[src/hdl/wrh_pkg.sv]
// shared types and constants of the water ripple height step block
// no dependencies
package wrh_pkg;

   localparam int HEIGHT_BITS = 16;
   localparam int MAX_WIDTH   = 512;
   localparam int ROWS_MAX    = 1024;
   localparam int DELAY_DEPTH = MAX_WIDTH + 1;

   localparam int ROW_ADDR_BITS   = $clog2(MAX_WIDTH);
   localparam int COL_BITS        = $clog2(MAX_WIDTH + 1);
   localparam int ROW_BITS        = $clog2(ROWS_MAX);
   localparam int ROWS_CFG_BITS   = 11;
   localparam int DELAY_ADDR_BITS = $clog2(DELAY_DEPTH);
   localparam int SHIFT_BITS      = 4;
   localparam int CSR_INDEX_BITS  = 2;
   localparam int CSR_DATA_BITS   = 11;

   localparam int SUM_BITS  = HEIGHT_BITS + 3;
   localparam int DIFF_BITS = HEIGHT_BITS + 2;

   localparam int FIFO_DEPTH      = 8;
   localparam int FIFO_PTR_BITS   = $clog2(FIFO_DEPTH);
   localparam int FIFO_COUNT_BITS = $clog2(FIFO_DEPTH + 1);
   localparam int PENDING_BITS    = 2;

   // register indexes
   localparam logic [CSR_INDEX_BITS-1:0] CSR_DAMPING_SHIFT = 2'd0;
   localparam logic [CSR_INDEX_BITS-1:0] CSR_LINE_WIDTH    = 2'd1;
   localparam logic [CSR_INDEX_BITS-1:0] CSR_FRAME_ROWS    = 2'd2;

   // register reset values
   localparam logic [SHIFT_BITS-1:0]    DAMP_RESET  = 4'd5;
   localparam logic [COL_BITS-1:0]      WIDTH_RESET = COL_BITS'(288);
   localparam logic [ROWS_CFG_BITS-1:0] ROWS_RESET  = ROWS_CFG_BITS'(224);

   // clamp limits
   localparam logic [COL_BITS-1:0]      WIDTH_MIN = COL_BITS'(3);
   localparam logic [COL_BITS-1:0]      WIDTH_MAX = COL_BITS'(MAX_WIDTH);
   localparam logic [ROWS_CFG_BITS-1:0] ROWS_MIN  = ROWS_CFG_BITS'(3);
   localparam logic [ROWS_CFG_BITS-1:0] ROWS_MAX_V = ROWS_CFG_BITS'(ROWS_MAX);

   // saturation bounds
   localparam logic signed [DIFF_BITS-1:0] SAT_HI = DIFF_BITS'((2 ** (HEIGHT_BITS - 1)) - 1);
   localparam logic signed [DIFF_BITS-1:0] SAT_LO = DIFF_BITS'(-(2 ** (HEIGHT_BITS - 1)));

   typedef logic signed [HEIGHT_BITS-1:0] height_type;

   // one window column: two rows above, one row above, current row
   typedef struct packed {
      height_type top;
      height_type mid;
      height_type bot;
   } column_type;

   // per-request flags travelling with the pixel
   typedef struct packed {
      logic produce;
      logic last;
   } tag_type;

   typedef struct packed {
      height_type height;
      logic       last;
   } result_type;

endpackage

[src/hdl/wrh_kernel.sv]
// 3x3 window, eight-neighbour sum, older subtraction, damping and saturation
// depends on wrh_pkg
module wrh_kernel (
   input  logic                                clock,
   input  logic                                reset,
   input  logic                                col_valid,
   input  wrh_pkg::column_type                 col,
   input  wrh_pkg::tag_type                    tag,
   input  wrh_pkg::height_type                 older_delayed,
   input  logic [wrh_pkg::SHIFT_BITS-1:0]      damping_shift,
   output logic                                push,
   output wrh_pkg::result_type                 result,
   output logic [wrh_pkg::PENDING_BITS-1:0]    pending
);

   wrh_pkg::column_type win1_ff, win2_ff, win3_ff;

   logic                                  s2_valid_ff, s2_last_ff;
   wrh_pkg::height_type                   s2_older_ff;
   logic                                  s3_valid_ff, s3_last_ff;
   logic signed [wrh_pkg::SUM_BITS-1:0]   s3_sum_ff, sum_in;
   wrh_pkg::height_type                   s3_older_ff;
   logic                                  s4_valid_ff, s4_last_ff;
   logic signed [wrh_pkg::DIFF_BITS-1:0]  s4_d_ff, d_in;
   logic signed [wrh_pkg::DIFF_BITS-1:0]  damped;
   wrh_pkg::height_type                   sat;

   // window shift, once per pixel
   always_ff @(posedge clock) begin
      if (reset) begin
         win1_ff <= '0;
         win2_ff <= '0;
         win3_ff <= '0;
      end else if (col_valid) begin
         win3_ff <= win2_ff;
         win2_ff <= win1_ff;
         win1_ff <= col;
      end
   end

   // eight neighbours, centre left out
   always_comb begin
      sum_in = wrh_pkg::SUM_BITS'(win3_ff.top) + wrh_pkg::SUM_BITS'(win3_ff.mid)
             + wrh_pkg::SUM_BITS'(win3_ff.bot) + wrh_pkg::SUM_BITS'(win2_ff.top)
             + wrh_pkg::SUM_BITS'(win2_ff.bot) + wrh_pkg::SUM_BITS'(win1_ff.top)
             + wrh_pkg::SUM_BITS'(win1_ff.mid) + wrh_pkg::SUM_BITS'(win1_ff.bot);
   end

   // quarter of the sum minus the older height
   always_comb begin
      d_in = wrh_pkg::DIFF_BITS'(s3_sum_ff >>> 2) - wrh_pkg::DIFF_BITS'(s3_older_ff);
   end

   // damping and saturation
   always_comb begin
      damped = s4_d_ff - (s4_d_ff >>> damping_shift);
      if (damped > wrh_pkg::SAT_HI) begin
         sat = wrh_pkg::SAT_HI[wrh_pkg::HEIGHT_BITS-1:0];
      end else if (damped < wrh_pkg::SAT_LO) begin
         sat = wrh_pkg::SAT_LO[wrh_pkg::HEIGHT_BITS-1:0];
      end else begin
         sat = damped[wrh_pkg::HEIGHT_BITS-1:0];
      end
   end

   // pipeline payload
   always_ff @(posedge clock) begin
      s2_last_ff  <= tag.last;
      s2_older_ff <= older_delayed;
      s3_last_ff  <= s2_last_ff;
      s3_sum_ff   <= sum_in;
      s3_older_ff <= s2_older_ff;
      s4_last_ff  <= s3_last_ff;
      s4_d_ff     <= d_in;
   end

   // pipeline valid bits
   always_ff @(posedge clock) begin
      if (reset) begin
         s2_valid_ff <= 1'b0;
         s3_valid_ff <= 1'b0;
         s4_valid_ff <= 1'b0;
      end else begin
         s2_valid_ff <= col_valid && tag.produce;
         s3_valid_ff <= s2_valid_ff;
         s4_valid_ff <= s3_valid_ff;
      end
   end

   assign push    = s4_valid_ff;
   assign result  = '{height: sat, last: s4_last_ff};
   assign pending = wrh_pkg::PENDING_BITS'({1'b0, s2_valid_ff})
                  + wrh_pkg::PENDING_BITS'({1'b0, s3_valid_ff})
                  + wrh_pkg::PENDING_BITS'({1'b0, s4_valid_ff});

endmodule

[config.mk]
export PLATFORM = sky130hd
export DESIGN_NAME = wrh_kernel
export DESIGN_NICKNAME = d
export VERILOG_FILES = /design/src/hdl/wrh_pkg.sv /design/src/hdl/wrh_kernel.sv
export SDC_FILE = /design/constraint.sdc
export NUM_CORES = 1
export LEC_CHECK = 0
export BUFFER_PORTS_ARGS = -buffer_cell sky130_fd_sc_hd__buf_4
export CORE_MARGIN = 2
export CORE_UTILIZATION = 50
export CTS_CLUSTER_DIAMETER = 80
export DETAILED_ROUTE_END_ITERATION = 8
export PLACE_DENSITY = 0.72
export SLEW_MARGIN = 10
export SYNTH_ARGS = -nofsm -noshare
export SYNTH_HDL_FRONTEND = slang
export SYNTH_SLANG_ARGS = --single-unit
[constraint.sdc]
create_clock -name clock -period 5.9 [get_ports clock]
set_clock_uncertainty 0.05 [all_clocks]
set_input_delay 0.885 -clock clock [delete_from_list [all_inputs] [get_ports clock]]
set_output_delay 0.885 -clock clock [all_outputs]
set_load 0.005 [all_outputs]
==> impl_metrics.yaml, run 1 <==
status:
  outcome: "completed"
setup_path:
  worst_r2r_path_depth: 18
  r2r_slack_ps: 930
  worstPathMaxFanout: 18
  critPathSlowestCell: "a21oi_2"
  cp.required_ps: 4970
  startpoint_type: "input pin"
  r2r_end: "s3_sum_ff[16]"
  worst-setup-path-type: "input pin to output pin"
  endpoint_kind: "output pin"
  startpoint: "damping_shift[0]"
  r2r_start: "win2_ff[2]"
  cpLargestDelayFamily: "compound AO/OA/AOI/OAI gates"
  worstPathCellList: "buf_4 > inv_1 > nor2_1 > a21oi_1 > mux2_2 > nand2_1 > o21ai_0 > ha_1 > inv_1 > fa_1 > a211oi_1 > o21ai_1 > a21oi_2 > o21ai_1 > xor2_2 > a21oi_2 > o21ai_0 > buf_4"
  critical_path_arrival_ps: 4490
  worstPathBufferInverterCount: 4
  cpPeakStageDelay_ps: 440
yosys:
  synthMuxAreaShare: 0.149
  yosys_warnings: 0
  synth_xor_area_frac: 0.0281
  synth_seq_area_share: 0.349
  yosys.area_share.simple: 0.0963
  yosys_register_bits: 217
  synthDistinctLibCells: 60
  avgSynthCellArea_um2: 9.58
  synth_top_family_by_area: "adder cells"
  async_reset_ff_frac: 0
  synth_edf_count: 0
  synth-adder-area-share: 0.217
  synth_compound_area_frac: 0.0817
  synth_area_mm2: 0.0124
  netlist_instances: 1298
  synthFlopType: "dfxtp_1"
  syn_nets: 1526
finish:
  antenna_cells: 0
  layout_common_cells: "dfxtp_1 (217), inv_1 (208), nor2_1 (183), mux2i_1 (167), fa_1 (101)"
  fillerInstances: 2156
  final_common_cell: "dfxtp_1"
  drive_gt1_frac: 0.115
  finalNetCount: 1599
  design_area_mm2: 0.0142
  area_growth_pct: 14.3
  multi_input_area_mm2: 0.00711
  seqCellArea_mm2: 0.00434
power:
  clockPowerShare: 0.248
  leakage_uw: 0.00666
  p_sw_frac: 0.366
  pwr-share-seq: 0.284
  p_per_area_mw_per_mm2: 444
  intPower_uw: 4000
  power_frac_comb: 0.468
  p_sw_uw: 2310
  ir_drop_v: 0.000442
place:
  gp_congestion: 0.823
  placed_cell_area_mm2: 0.0134
  dp_hpwl_um: 17300
  numPortBuffers: 92
die:
  rows: 57
  core_mm2: 0.0244
  ios: 93
  die_h_um: 162
  die_w_um: 162
  dieArea_mm2: 0.0261
  start_util: 0.510
sta:
  max_freq_mhz: 184
  rsz0062_at_grt: "no"
  setup_viol: 0
  hold_viol: 0
  fin_tns_setup_ps: 0
  worst_pin_slew_ps: 949
  layout_min_cycle_time_ps: 5420
  fin_crit_sh: 0.919
  max_slew_margin: 0.368
  maxSlewViolCount: 0
global_routing:
  grt_pass1_wl_um: 40300
  antenna_found_initial: 0
  grt.overflow.total: 0
  grt_util_all_layers: 0.183
  grt_max_degree: 92
  grt_pass1_vias: 8523
drt:
  firstDrtPassIters: 4
  drc: 0
  wl_per_cell_um: 13.7
  drt_wl_total_um: 23400
  vias_per_cell: 4.96
  ant_nets: 0
  drt-initial-drc-count: 424
  via_count: 8492
min_path:
  hp-start: "s2_last_ff"
  holdPathStages: 0
  hold_class: "flip-flop to flip-flop"
  holdPathEnd: "s3_last_ff"
clock_network:
  tritoncts: "yes"
  root_buffer: "clkbuf_16"
  h-tree-depth: 1
  clkTransAtPathRegs_ps: 60
  cts_sinks: 217
  tritoncts.num_buffers: 24
  insertion_delay_ps: 540
  postCtsHoldBufs: 0
  cts_resized: 0
  cts_buffer_depth: 3
  post_cts_buffers: 0
flow_run:
  max_cap_viol_count: 0
## per-stage QoR
stage               utilization  power [µW]  hold slack (ps)  instances  setup slack, ps
finish                    0.582        6310              276       1712              476
global route              0.582        6810              284       1712              121
CTS                       0.582        6360              278       1712              502
detailed placement        0.548        4750              262       1669              511
global placement          0.548        4710              263       1669              628
floorplan                     -        3880              260       1298              920
## area by class of cell
class                           instances  area share
Tap cell                              324      0.0285
Inverter                              208      0.0550
Clock buffer                           35      0.0494
Clock inverter                          8      0.0100
Sequential cell                       217       0.306
Timing Repair Buffer                   95      0.0505
Multi-Input combinational cell        825       0.501
## registers in the layout (all words and copies together) (netlist names), 16 cells and up
register	count
win1_ff	48
win2_ff	48
win3_ff	48
s4_d_ff	18
s3_sum_ff	17
s2_older_ff	16
s3_older_ff	16
## worst max-delay path by stage
stage,endpoint,slack [ps],cells after the start
after floorplan,result[10],920,15
after global placement,result[8],630,15
after detailed placement,result[8],510,15
after CTS,result[8],500,15
after global routing,result[5],120,15
final,result[8],480,18
## power by group through the flow
stage	Sequential (µW)	Combinational (µW)	Clock, µW
3_3_place_gp	1820	2890	0
4_1_cts	1790	2960	1610
2_1_floorplan	1760	2120	0
5_1_grt	1810	3340	1660
3_5_place_dp	1820	2930	0
6_report	1790	2950	1570
## cells by family after synthesis
family          count (synthesis)
flops                         217
fa+ha+maj                     155
simple gates                  282
compound gates                169
mux                           180
buf+inv                       256
xor+xnor                       39
## routing by layer
layer,global-route usage,vias up,share of wire,routed length (µm)
met3,0.0283,41,0.041,948
li1,-,4345,-,-
met4,0.0459,0,0.022,518
met5,0,-,0,0
met1,0.255,3958,0.49,11400
met2,0.302,148,0.45,10600
## synth_stat cells (all sizes together), types with 20 or more instances
master,count,area (µm²)
buf,20,88.8
xnor2,29,254
clkbuf,28,105
mux2i,167,1670
ha,54,676
fa,101,2020
o21ai,51,259
a21oi,62,322
nand2,44,165
nor2,183,687
dfxtp,217,4340
inv,208,781
## worst reg2reg max path, stage by stage, from the launching register on
cell and delay (ps):
dfxtp_1 340, inv_1 60, fa_1 530, inv_1 50, fa_1 500, fa_1 540
inv_1 50, fa_1 520, inv_1 40, ha_1 200, inv_1 70, fa_1 200
nor2b_1 50, o21ai_0 220, a21boi_1 170, o41ai_1 450, a31oi_1 310, nor4b_1 400
a211o_1 150
Power figures use the tool's default switching activity.
==> inputs of run 2 (changes only) <==
Settings changed: CORE_UTILIZATION 50 to 61, PLACE_DENSITY 0.72 to 0.85.
==> run 2 against run 1 <==
  * Clock power is 13% lower
  * Wire length is 5.6% higher
  * Via count rose by 3.3%
==> impl_metrics.yaml, run 2 (synthesis gave the netlist of run 1 again) <==
finish:
  fillerInstances: 1501
  antenna_cells: 0
  area_growth_pct: 12.6
  layout_common_cells: "dfxtp_1 (217), inv_1 (208), nor2_1 (183), mux2i_1 (167), fa_1 (101)"
  final_core_util: 0.696
  multi_input_area_mm2: 0.00711
  finalNetCount: 1598
  seqCellArea_mm2: 0.00434
  reg_top3: "win1_ff: 48 flops, win2_ff: 48 flops, win3_ff: 48 flops"
  drive_gt1_frac: 0.110
  final_common_cell: "dfxtp_1"
die:
  core_mm2: 0.0201
  start_util: 0.618
  ios: 93
  die_h_um: 147
  dieArea_mm2: 0.0215
  rows: 52
  die_w_um: 147
place:
  numPortBuffers: 92
  pre_cts_ws_ps: 499
  dp_hpwl_um: 17700
  gp_congestion: 0.852
global_routing:
  grt_pass1_vias: 8901
  grt_pass1_wl_um: 41700
  top_usage_layer: "met2"
  grt.overflow.total: 0
  use_met3: 0.0323
  grt_max_degree: 80
  antenna_found_initial: 0
  gr-usage-met1: 0.296
  grt_util_all_layers: 0.232
  use_met2: 0.415
setup_path:
  worstPathMaxFanout: 20
  worstPathCellList: "buf_4 > mux2i_1 > mux4_2 > o21ai_0 > ha_1 > inv_1 > fa_1 > a211oi_1 > o21ai_1 > a21oi_2 > o21ai_1 > xor2_2 > a21oi_2 > o21ai_0 > buf_4"
  cpLargestDelayFamily: "compound AO/OA/AOI/OAI gates"
  critPathSlowestCell: "mux4_2"
  cpPeakStageDelay_ps: 480
  startpoint: "damping_shift[1]"
  endpoint_kind: "output pin"
  worstPathBufferInverterCount: 3
  cp.required_ps: 4970
  startpoint_type: "input pin"
  critical_path_arrival_ps: 4500
  worst-setup-path-type: "input pin to output pin"
  r2r_start: "win2_ff[2]"
sta:
  max_freq_mhz: 184
  holdWs_ps: 275
  maxSlewViolCount: 0
  hold_viol: 0
  fin_crit_sh: 0.922
  worst_pin_slew_ps: 947
  fin_tns_setup_ps: 0
  max_slew_margin: 0.369
  finalWorstSetupSlack_ps: 461
  setup_viol: 0
  rsz0062_at_grt: "no"
  layout_min_cycle_time_ps: 5440
clock_network:
  cts_buffer_depth: 3
  h-tree-depth: 1
  postCtsHoldBufs: 0
  post_cts_buffers: 0
  cts_resized: 0
  cts_sinks: 217
  root_buffer: "clkbuf_16"
  tritoncts: "yes"
  tritoncts.num_buffers: 23
  insertion_delay_ps: 530
  clkTransAtPathRegs_ps: 50
power:
  power_uw: 6110
  p_per_area_mw_per_mm2: 437
  ir_drop_v: 0.000240
  leakage_uw: 0.00660
status:
  outcome: "completed"
drt:
  drt-initial-drc-count: 414
  firstDrtPassIters: 5
  via_count: 8768
  drt_wl_total_um: 24700
  drc: 0
  wl_per_cell_um: 14.9
  vias_per_cell: 5.30
  ant_nets: 0
flow_run:
  max_cap_viol_count: 0
min_path:
  hold_class: "flip-flop to flip-flop"
  hp-start: "s2_older_ff[1]"
==> run 2: area by class of cell <==
type,instances,area share
multi-input cells,825,0.508
flip-flops and latches,217,0.310
inverters,208,0.0558
repair buffers,95,0.0512
clock buffers,36,0.0482
well taps,270,0.0241
clock inverters,4,0.00250
==> run 2: per-stage QoR <==
stage	std cells	area (µm²)
2_1_floorplan	1298	12400
3_3_place_gp	1615	13300
3_5_place_dp	1615	13300
4_1_cts	1655	14000
5_1_grt	1655	14000
6_report	1655	14000
==> run 2: metal layers <==
layer	wire length [µm]	up-vias	share of wire
li1	-	4335	-
met1	10900	4207	0.44
met2	12300	167	0.50
met3	879	59	0.036
met4	678	0	0.027
met5	0	-	0
==> run 2: power by group <==
part,switching [µW],internal (µW)
clock,573,786
combinational,1570,1390
sequential,140,1650
total,2280,3830
==> run 2: final timing paths <==
check	endpoint	slack, ps	depth (start not counted)
setup / recovery	result[5]	460	15
hold / removal	s3_older_ff[1]	280	0
setup reg to reg	s3_sum_ff[16]	570	18
hold reg to reg	s3_older_ff[1]	280	0
