<file path="config.mk">
export PLATFORM = sky130hd
export DESIGN_NAME = wrh_result_fifo
export DESIGN_NICKNAME = d
export VERILOG_FILES = /design/src/hdl/wrh_pkg.sv /design/src/hdl/wrh_result_fifo.sv
export SDC_FILE = /design/constraint.sdc
export NUM_CORES = 1
export LEC_CHECK = 0
export ABC_AREA = 0
export BUFFER_PORTS_ARGS = -buffer_cell sky130_fd_sc_hd__buf_2
export CAP_MARGIN = 20
export CORE_MARGIN = 2
export CORE_UTILIZATION = 35
export CTS_BUF_LIST = sky130_fd_sc_hd__clkbuf_4 sky130_fd_sc_hd__clkbuf_8
export DETAILED_ROUTE_END_ITERATION = 16
export MAX_ROUTING_LAYER = met4
export PLACE_DENSITY_LB_ADDON = 0.25
export SETUP_SLACK_MARGIN = 0.4
export SYNTH_ARGS = -nofsm -noshare
export SYNTH_HDL_FRONTEND = slang
export SYNTH_SLANG_ARGS = --single-unit
export TNS_END_PERCENT = 5
</file>
<file path="constraint.sdc">
create_clock -name clock -period 3.6 [get_ports clock]
set_input_delay 0.36 -clock clock [delete_from_list [all_inputs] [get_ports clock]]
set_output_delay 0.36 -clock clock [all_outputs]
set_load 0.01 [all_outputs]
</file>
<file path="src/hdl/wrh_pkg.sv">
// shared types and constants of the water ripple height step block
// no dependencies
package wrh_pkg;

   localparam int HEIGHT_BITS = 16;
   localparam int MAX_WIDTH   = 512;
   localparam int ROWS_MAX    = 1024;
   localparam int DELAY_DEPTH = MAX_WIDTH + 1;

   localparam int ROW_ADDR_BITS   = $clog2(MAX_WIDTH);
   localparam int COL_BITS        = $clog2(MAX_WIDTH + 1);
   localparam int ROW_BITS        = $clog2(ROWS_MAX);
   localparam int ROWS_CFG_BITS   = 11;
   localparam int DELAY_ADDR_BITS = $clog2(DELAY_DEPTH);
   localparam int SHIFT_BITS      = 4;
   localparam int CSR_INDEX_BITS  = 2;
   localparam int CSR_DATA_BITS   = 11;

   localparam int SUM_BITS  = HEIGHT_BITS + 3;
   localparam int DIFF_BITS = HEIGHT_BITS + 2;

   localparam int FIFO_DEPTH      = 8;
   localparam int FIFO_PTR_BITS   = $clog2(FIFO_DEPTH);
   localparam int FIFO_COUNT_BITS = $clog2(FIFO_DEPTH + 1);
   localparam int PENDING_BITS    = 2;

   // register indexes
   localparam logic [CSR_INDEX_BITS-1:0] CSR_DAMPING_SHIFT = 2'd0;
   localparam logic [CSR_INDEX_BITS-1:0] CSR_LINE_WIDTH    = 2'd1;
   localparam logic [CSR_INDEX_BITS-1:0] CSR_FRAME_ROWS    = 2'd2;

   // register reset values
   localparam logic [SHIFT_BITS-1:0]    DAMP_RESET  = 4'd5;
   localparam logic [COL_BITS-1:0]      WIDTH_RESET = COL_BITS'(288);
   localparam logic [ROWS_CFG_BITS-1:0] ROWS_RESET  = ROWS_CFG_BITS'(224);

   // clamp limits
   localparam logic [COL_BITS-1:0]      WIDTH_MIN = COL_BITS'(3);
   localparam logic [COL_BITS-1:0]      WIDTH_MAX = COL_BITS'(MAX_WIDTH);
   localparam logic [ROWS_CFG_BITS-1:0] ROWS_MIN  = ROWS_CFG_BITS'(3);
   localparam logic [ROWS_CFG_BITS-1:0] ROWS_MAX_V = ROWS_CFG_BITS'(ROWS_MAX);

   // saturation bounds
   localparam logic signed [DIFF_BITS-1:0] SAT_HI = DIFF_BITS'((2 ** (HEIGHT_BITS - 1)) - 1);
   localparam logic signed [DIFF_BITS-1:0] SAT_LO = DIFF_BITS'(-(2 ** (HEIGHT_BITS - 1)));

   typedef logic signed [HEIGHT_BITS-1:0] height_type;

   // one window column: two rows above, one row above, current row
   typedef struct packed {
      height_type top;
      height_type mid;
      height_type bot;
   } column_type;

   // per-request flags travelling with the pixel
   typedef struct packed {
      logic produce;
      logic last;
   } tag_type;

   typedef struct packed {
      height_type height;
      logic       last;
   } result_type;

endpackage

</file>
<file path="src/hdl/wrh_result_fifo.sv">
// result queue between the kernel pipeline and the response port
// depends on wrh_pkg
module wrh_result_fifo (
   input  logic                                  clock,
   input  logic                                  reset,
   input  logic                                  push,
   input  wrh_pkg::result_type                   push_data,
   input  logic                                  pop,
   output logic                                  not_empty,
   output wrh_pkg::result_type                   head,
   output logic [wrh_pkg::FIFO_COUNT_BITS-1:0]   count
);

   wrh_pkg::result_type                    slot_ff [wrh_pkg::FIFO_DEPTH];
   logic [wrh_pkg::FIFO_PTR_BITS-1:0]      wr_ptr_ff, rd_ptr_ff;
   logic [wrh_pkg::FIFO_COUNT_BITS-1:0]    count_ff;

   // storage
   always_ff @(posedge clock) begin
      if (push) begin
         slot_ff[wr_ptr_ff] <= push_data;
      end
   end

   // pointers and fill level
   always_ff @(posedge clock) begin
      if (reset) begin
         wr_ptr_ff <= '0;
         rd_ptr_ff <= '0;
         count_ff  <= '0;
      end else begin
         if (push) begin
            wr_ptr_ff <= wr_ptr_ff + 1'b1;
         end
         if (pop) begin
            rd_ptr_ff <= rd_ptr_ff + 1'b1;
         end
         if (push && !pop) begin
            count_ff <= count_ff + 1'b1;
         end else if (pop && !push) begin
            count_ff <= count_ff - 1'b1;
         end
      end
   end

   assign not_empty = (count_ff != '0);
   assign head      = slot_ff[rd_ptr_ff];
   assign count     = count_ff;

endmodule

</file>
==> impl_metrics.env, run 1 <==
export IMPL_grt_total_usage_pct=13.5
export IMPL_placed_area_um2=6360
export IMPL_yosysWarningCount=0
export IMPL_vias_per_cell=4.80
export IMPL_finClkSkew_ns=0.0112
export IMPL_hold_end="slot_ff[6][11]"
export IMPL_die_width_um=133
export IMPL_grt_max_degree=35
export IMPL_die_area_um2=17600
export IMPL_status="finished, final reports clean"
export IMPL_ios=43
export IMPL_yosysSeqAreaShare_pct=74.8
export IMPL_yosysUniqueCellTypes=25
export IMPL_drt_iter0_markers=170
export IMPL_worstHoldStart="push_data[11]"
export IMPL_rr_endpoint="count[3]"
export IMPL_fin_nets=358
export IMPL_netlist_area_um2=5810
export IMPL_grt_pass1_wl_mm=16.5
export IMPL_fillCellCount=1447
export IMPL_crit_chain="buf_12 > mux4_1 > mux2_2 > buf_2"
export IMPL_synth_avg_cell_area_um2=21.9
export IMPL_netlist_top_cells_area="edfxtp_1 70%, mux4_1 11%, dfxtp_1 4.5%"
export IMPL_r2r_start="count[2]"
export IMPL_required_ns=3.24
export IMPL_drtAntennaViolNets=0
export IMPL_cpPeakStageDelay_ns=0.66
export IMPL_cts_hold_buffers_added=0
export IMPL_setup_viol=0
export IMPL_port_buffers=42
export IMPL_hold_depth=1
export IMPL_synth_seq_cells=149
export IMPL_cts_htree_levels=4
export IMPL_slew_viol_final=0
export IMPL_reg2reg_depth=5
export IMPL_fmax_ghz=0.366
export IMPL_endpoint_kind="output port"
export IMPL_post_cts_resized=0
export IMPL_gp_congestion=0.677
export IMPL_fin_ws_ns=0.867
export IMPL_die_h_um=133
export IMPL_start_util_pct=35.4
export IMPL_cts_tree="yes"
export IMPL_drive_above_1_share_pct=35.5
export IMPL_clockBufferDepth=2
export IMPL_antenna_found_initial=2
export IMPL_clock_sinks=149
export IMPL_finalSetupTns_ns=0
export IMPL_critPathMaxFanout=20
export IMPL_start_kind="flip-flop"
export IMPL_leakagePower_nw=2.32
export IMPL_area_growth_pct=17.6
export IMPL_hp_class="in2reg"
export IMPL_finalPower_mw=3.75
export IMPL_core_rowCount=47
export IMPL_core_area_um2=16400
export IMPL_syn_nets=292
export IMPL_syn_inst=265
export IMPL_finalCriticalPeriod_ns=2.73
export IMPL_wl_per_cell_um=19.0
export IMPL_design_area_um2=6830
export IMPL_fin_crit_sh_pct=75.9
export IMPL_path_class="reg2out"
export IMPL_ff2ff_setup_slack_ns=2.01
export IMPL_firstDrtPassIters=4
export IMPL_rsz0062_at_grt="false"
export IMPL_grt_overflow_total=0
export IMPL_cap_violations=0
export IMPL_drt_total_wl_mm=10.8
export IMPL_route_detailed_drc=0
export IMPL_clock_latency_ns=0.44
export IMPL_post_place_ws_ns=1.30
export IMPL_place_detailed_hpwl_mm=6.35
export IMPL_cts_buffers=17
export IMPL_via_count=2716
export IMPL_hold_viol_final=0
export IMPL_grt_pass1_vias=2830
export IMPL_peakVddDrop_mv=0.249
export IMPL_critPathSlowestCell="dfxtp_2"
export IMPL_worst_pin_slew_ns=0.549
export IMPL_powerDensity_nw_per_um2=549
export IMPL_relSlewSlack_pct=63.4
export IMPL_synth_top_area_share_pct=70.3
export IMPL_synth_top_area_cell="edfxtp_1"
export IMPL_post_cts_buffers=0
export IMPL_cts_root_buf="clkbuf_8"
export IMPL_clk_pin_slew_ns=0.08
export IMPL_worstPathArrival_ns=2.37
synth_stat cells:
| master | count |
|---|---|
| edfxtp_1 | 136 |
| mux4_1 | 24 |
| nor2_1 | 19 |
| mux2_2 | 18 |
| dfxtp_1 | 13 |
| mux4_2 | 10 |
| clkbuf_1 | 5 |
| ha_1 | 5 |
| buf_6 | 4 |
| nand2_1 | 4 |
| mux2i_1 | 3 |
| nand2b_1 | 3 |
| xnor2_1 | 3 |
| xor2_1 | 3 |
| a21oi_1 | 2 |
| clkbuf_2 | 2 |
| inv_1 | 2 |
| nor3_1 | 2 |
| a211oi_1 | 1 |
| a31oi_1 | 1 |
| buf_1 | 1 |
| fa_1 | 1 |
| nand3_1 | 1 |
| nor2b_1 | 1 |
| or4_1 | 1 |
logic make-up (layout without fill, tap and decap cells):
kind of cell,Yosys count,after routing,synth area share [%]
simple gates,31,31,2.30
fa+ha+maj,6,6,1.42
buf+inv,14,93,1.46
mux,55,55,18.7
xor+xnor,6,6,0.905
flops,149,149,74.8
other cells,0,2,0
compound gates,4,4,0.409
routing by layer:
metal  vias to the layer above  GRT usage (%)  wire [µm]
li1                       1234              -          -
met1                      1427           16.1       4900
met2                        47           21.5       5330
met3                         8           4.98        435
met4                         0           4.12         97
met5                         -              -          0
layout make-up:
cell class | count | area, µm² | share of cell area [%]
Clock buffer | 18 | 241 | 3.53
Antenna cell | 2 | 5.00 | 0.0732
Tap cell | 220 | 275 | 4.03
Multi-Input combinational cell | 102 | 1390 | 20.4
Timing Repair Buffer | 59 | 358 | 5.24
Clock inverter | 14 | 209 | 3.06
Inverter | 2 | 7.51 | 0.110
Sequential cell | 149 | 4350 | 63.6
per-stage QoR:
stage               instances  utilization [%]  hold slack, ns
detailed placement        531             38.8           0.526
floorplan                 265                -           0.459
global route              566             41.6           0.164
global placement          531             38.8           0.505
CTS                       563             41.5           0.158
finish                    566             41.6           0.191
state kept, by name, indices dropped and copies added, names as in the netlist, named ones only:
name and flops:
count 4, rd_ptr_ff 3, wr_ptr_ff 3, slot_ff 136
layout by cell type, fill, tap and decap left out, types with 10 or more instances in the layout:
cell type | netlist | final
clkbuf_8 | 0 | 17
nor2_1 | 19 | 19
mux2_2 | 18 | 18
mux4_2 | 10 | 10
mux4_1 | 24 | 24
buf_4 | 0 | 15
edfxtp_1 | 136 | 136
dfxtp_1 | 13 | 12
buf_2 | 0 | 42
power by group:
| group | switching, mW | internal (mW) |
|---|---|---|
| sequential | 0.0344 | 1.94 |
| clock | 0.601 | 0.827 |
| combinational | 0.169 | 0.176 |
worst max path at each step:
stage                    end  slack [ns]  cells after the start
4_1_cts              head[2]        0.82                      4
3_5_place_dp         head[2]        1.30                      4
6_report            head[16]        0.87                      4
3_3_place_gp         head[5]        1.31                      4
2_1_floorplan  slot_ff[0][0]        1.49                      2
5_1_grt             head[16]        0.74                      4
worst max-delay path: cells and delay by family, from the launching register on:
family   cells  cell delay, ns
buf+inv      2            0.40
mux          2            0.87
flops        1            0.66
No activity file was read; power rests on OpenSTA's default activity.
==> run 2, diff against run 1 <==
==> constraint.sdc (replaced) <==
create_clock -name clock -period 2.6 [get_ports clock]
set_input_delay 0.26 -clock clock [delete_from_list [all_inputs] [get_ports clock]]
set_output_delay 0.26 -clock clock [all_outputs]
set_load 0.01 [all_outputs]
==> run 2 against run 1 <==
Design area fell by 0.38%. Non-clock buffer count up 4. Largest power group unchanged. Flip-flop and latch count stayed put. Power rose by 31%. Final cell count unchanged. Combinational power rose by 56%. Wire length rose by 2.5%. First-iteration DRC count down 11%. Clock skew hardly changed. Largest cell class unchanged. Core utilization shrank 0.16 points. Sequential share of layout area increased by 0.28 points.
==> impl_metrics.env, run 2 (same netlist as run 1, synthesis figures left out) <==
export IMPL_start_util_pct=35.4
export IMPL_seq_power_share_pct=55.8
export IMPL_grt_pass1_vias=2876
export IMPL_final_common_cell="edfxtp_1"
export IMPL_relSlewSlack_pct=76.2
export IMPL_core_area_um2=16400
export IMPL_pwr_share_clk_pct=33.2
export IMPL_drive_above_1_share_pct=38.0
export IMPL_grt_max_degree=35
export IMPL_fillCellCount=1456
export IMPL_grt_overflow_total=0
export IMPL_largest_reg_flops=136
export IMPL_cts_htree_levels=4
export IMPL_drt_iter0_markers=151
export IMPL_cap_violations=0
export IMPL_cts_tree="yes"
export IMPL_cts_buffers=17
export IMPL_setup_viol=0
export IMPL_power_frac_comb_pct=11.0
export IMPL_worst_pin_slew_ns=0.358
export IMPL_firstDrtPassIters=4
export IMPL_status="finished, final reports clean"
export IMPL_slew_viol_final=0
export IMPL_endpoint_kind="output port"
export IMPL_clock_sinks=149
export IMPL_path_class="reg2out"
export IMPL_leakagePower_nw=2.30
export IMPL_drtAntennaViolNets=0
export IMPL_fin_crit_sh_pct=88.7
export IMPL_route_detailed_drc=0
export IMPL_cts_root_buf="clkbuf_8"
export IMPL_die_h_um=133
export IMPL_worstPathArrival_ns=2.04
export IMPL_finalSetupTns_ns=0
export IMPL_start_kind="flip-flop"
export IMPL_gp_congestion=0.698
export IMPL_clock_latency_ns=0.43
export IMPL_port_buffers=42
export IMPL_critPathSlowestCell="mux4_1"
export IMPL_drt_total_wl_mm=11.0
export IMPL_fmax_ghz=0.434
export IMPL_post_place_ws_ns=0.602
export IMPL_vias_per_cell=4.77
export IMPL_top_register="slot_ff"
export IMPL_holdWs_ns=0.0986
export IMPL_hp_class="in2reg"
export IMPL_finClkSkew_ns=0.0108
export IMPL_die_area_um2=17600
export IMPL_rsz0062_at_grt="true"
export IMPL_clockBufferDepth=2
export IMPL_grt_pass1_wl_mm=16.2
export IMPL_fin_nets=362
export IMPL_hold_viol_final=0
export IMPL_powerDensity_nw_per_um2=720
export IMPL_area_growth_pct=17.1
export IMPL_clk_pin_slew_ns=0.07
export IMPL_intPower_mw=3.85
export IMPL_grt_total_usage_pct=13.2
export IMPL_peakVddDrop_mv=0.387
export IMPL_finalCriticalPeriod_ns=2.30
export IMPL_finalPower_mw=4.90
export IMPL_ios=43
export IMPL_antenna_found_initial=1
export IMPL_via_count=2702
export IMPL_wl_per_cell_um=19.5
export IMPL_crit_chain="clkbuf_16 > mux4_1 > mux2_4 > buf_2"
export IMPL_core_rowCount=47
export IMPL_mostFrequentLayoutCells="136 x edfxtp_1, 42 x buf_2, 21 x mux4_2"
export IMPL_required_ns=2.34
export IMPL_die_width_um=133
export IMPL_fin_ws_ns=0.295
export IMPL_place_detailed_hpwl_mm=6.20
export IMPL_p_sw_share_pct=21.5
export IMPL_p_sw_mw=1.05
export IMPL_post_cts_buffers=0
export IMPL_critPathMaxFanout=5
export IMPL_cpPeakStageDelay_ns=0.54
## run 2: cell count changes in the layout (fill, tap and decap cells not counted), moves of 3 or more
cell | before | now
clkinv_2 | 4 | 1
clkinv_1 | 0 | 3
mux4_1 | 24 | 13
mux2_2 | 18 | 15
clkbuf_4 | 1 | 5
clkbuf_16 | 0 | 3
mux4_2 | 10 | 21
bufinv_16 | 5 | 2
mux2_4 | 0 | 3
clkinvlp_4 | 4 | 1
## run 2: worst paths after layout
path | startpoint | endpoint | slack [ns] | cells after the start
hold / removal | push_data[8] | slot_ff[7][8] | 0.1 | 1
setup / recovery | flip-flop | head[4] | 0.30 | 4
setup reg to reg | count[2] | count[3] | 1.00 | 5
hold reg to reg | wr_ptr_ff[2] | wr_ptr_ff[2] | 0.54 | 2
## run 2: worst max-delay path: cells and delay by family (launching register included)
kind / cells / cell delay [ns]
buffers and inverters: 2 / 0.33
flip-flops: 1 / 0.46
multiplexers: 2 / 0.83
## run 2: repair_timing
| action | 4_1_cts | 5_1_grt |
|---|---|---|
| cloned | 1 | 3 |
| pin swaps | 0 | 0 |
| hold buffers | 0 | 0 |
| endpoints found under the setup margin | 17 | 17 |
| gates resized for setup | 2 | 15 |
## run 2: through the flow
step,std cells,cell area [µm²],utilization (%)
2_1_floorplan,265,5810,-
3_5_place_dp,532,6370,38.8
6_report,566,6810,41.5
5_1_grt,566,6810,41.5
3_3_place_gp,532,6370,38.8
4_1_cts,562,6760,41.2
## run 2: metal layers
| metal | up-vias | global-route usage [%] | part of all wire, % |
|---|---|---|---|
| met5 | - | - | 0 |
| met4 | 0 | 4.48 | 0.76 |
| met3 | 7 | 4.41 | 4.5 |
| met2 | 55 | 20.0 | 48 |
| met1 | 1414 | 16.8 | 46 |
| li1 | 1226 | - | - |
## run 2: power by group through the flow
| stage | Clock (mW) | Sequential [mW] | Combinational, mW |
|---|---|---|---|
| 6_report | 1.63 | 2.73 | 0.538 |
| 5_1_grt | 1.79 | 2.74 | 0.587 |
| 4_1_cts | 1.68 | 2.73 | 0.515 |
| 3_5_place_dp | 0 | 2.78 | 0.502 |
| 3_3_place_gp | 0 | 2.77 | 0.496 |
| 2_1_floorplan | 0 | 2.78 | 0.319 |
## run 2: cell type report
type                       instances  area (µm²)  share of cell area [%]
tap                              220         275                    4.04
timing repair buffer              63         457                    6.71
clock inverter                     7        83.8                    1.23
sequential                       149        4350                    63.9
multi-input combinational        102        1360                    20.0
clock buffer                      22         272                    3.99
inverter                           2        7.51                   0.110
antenna                            1        2.50                  0.0368
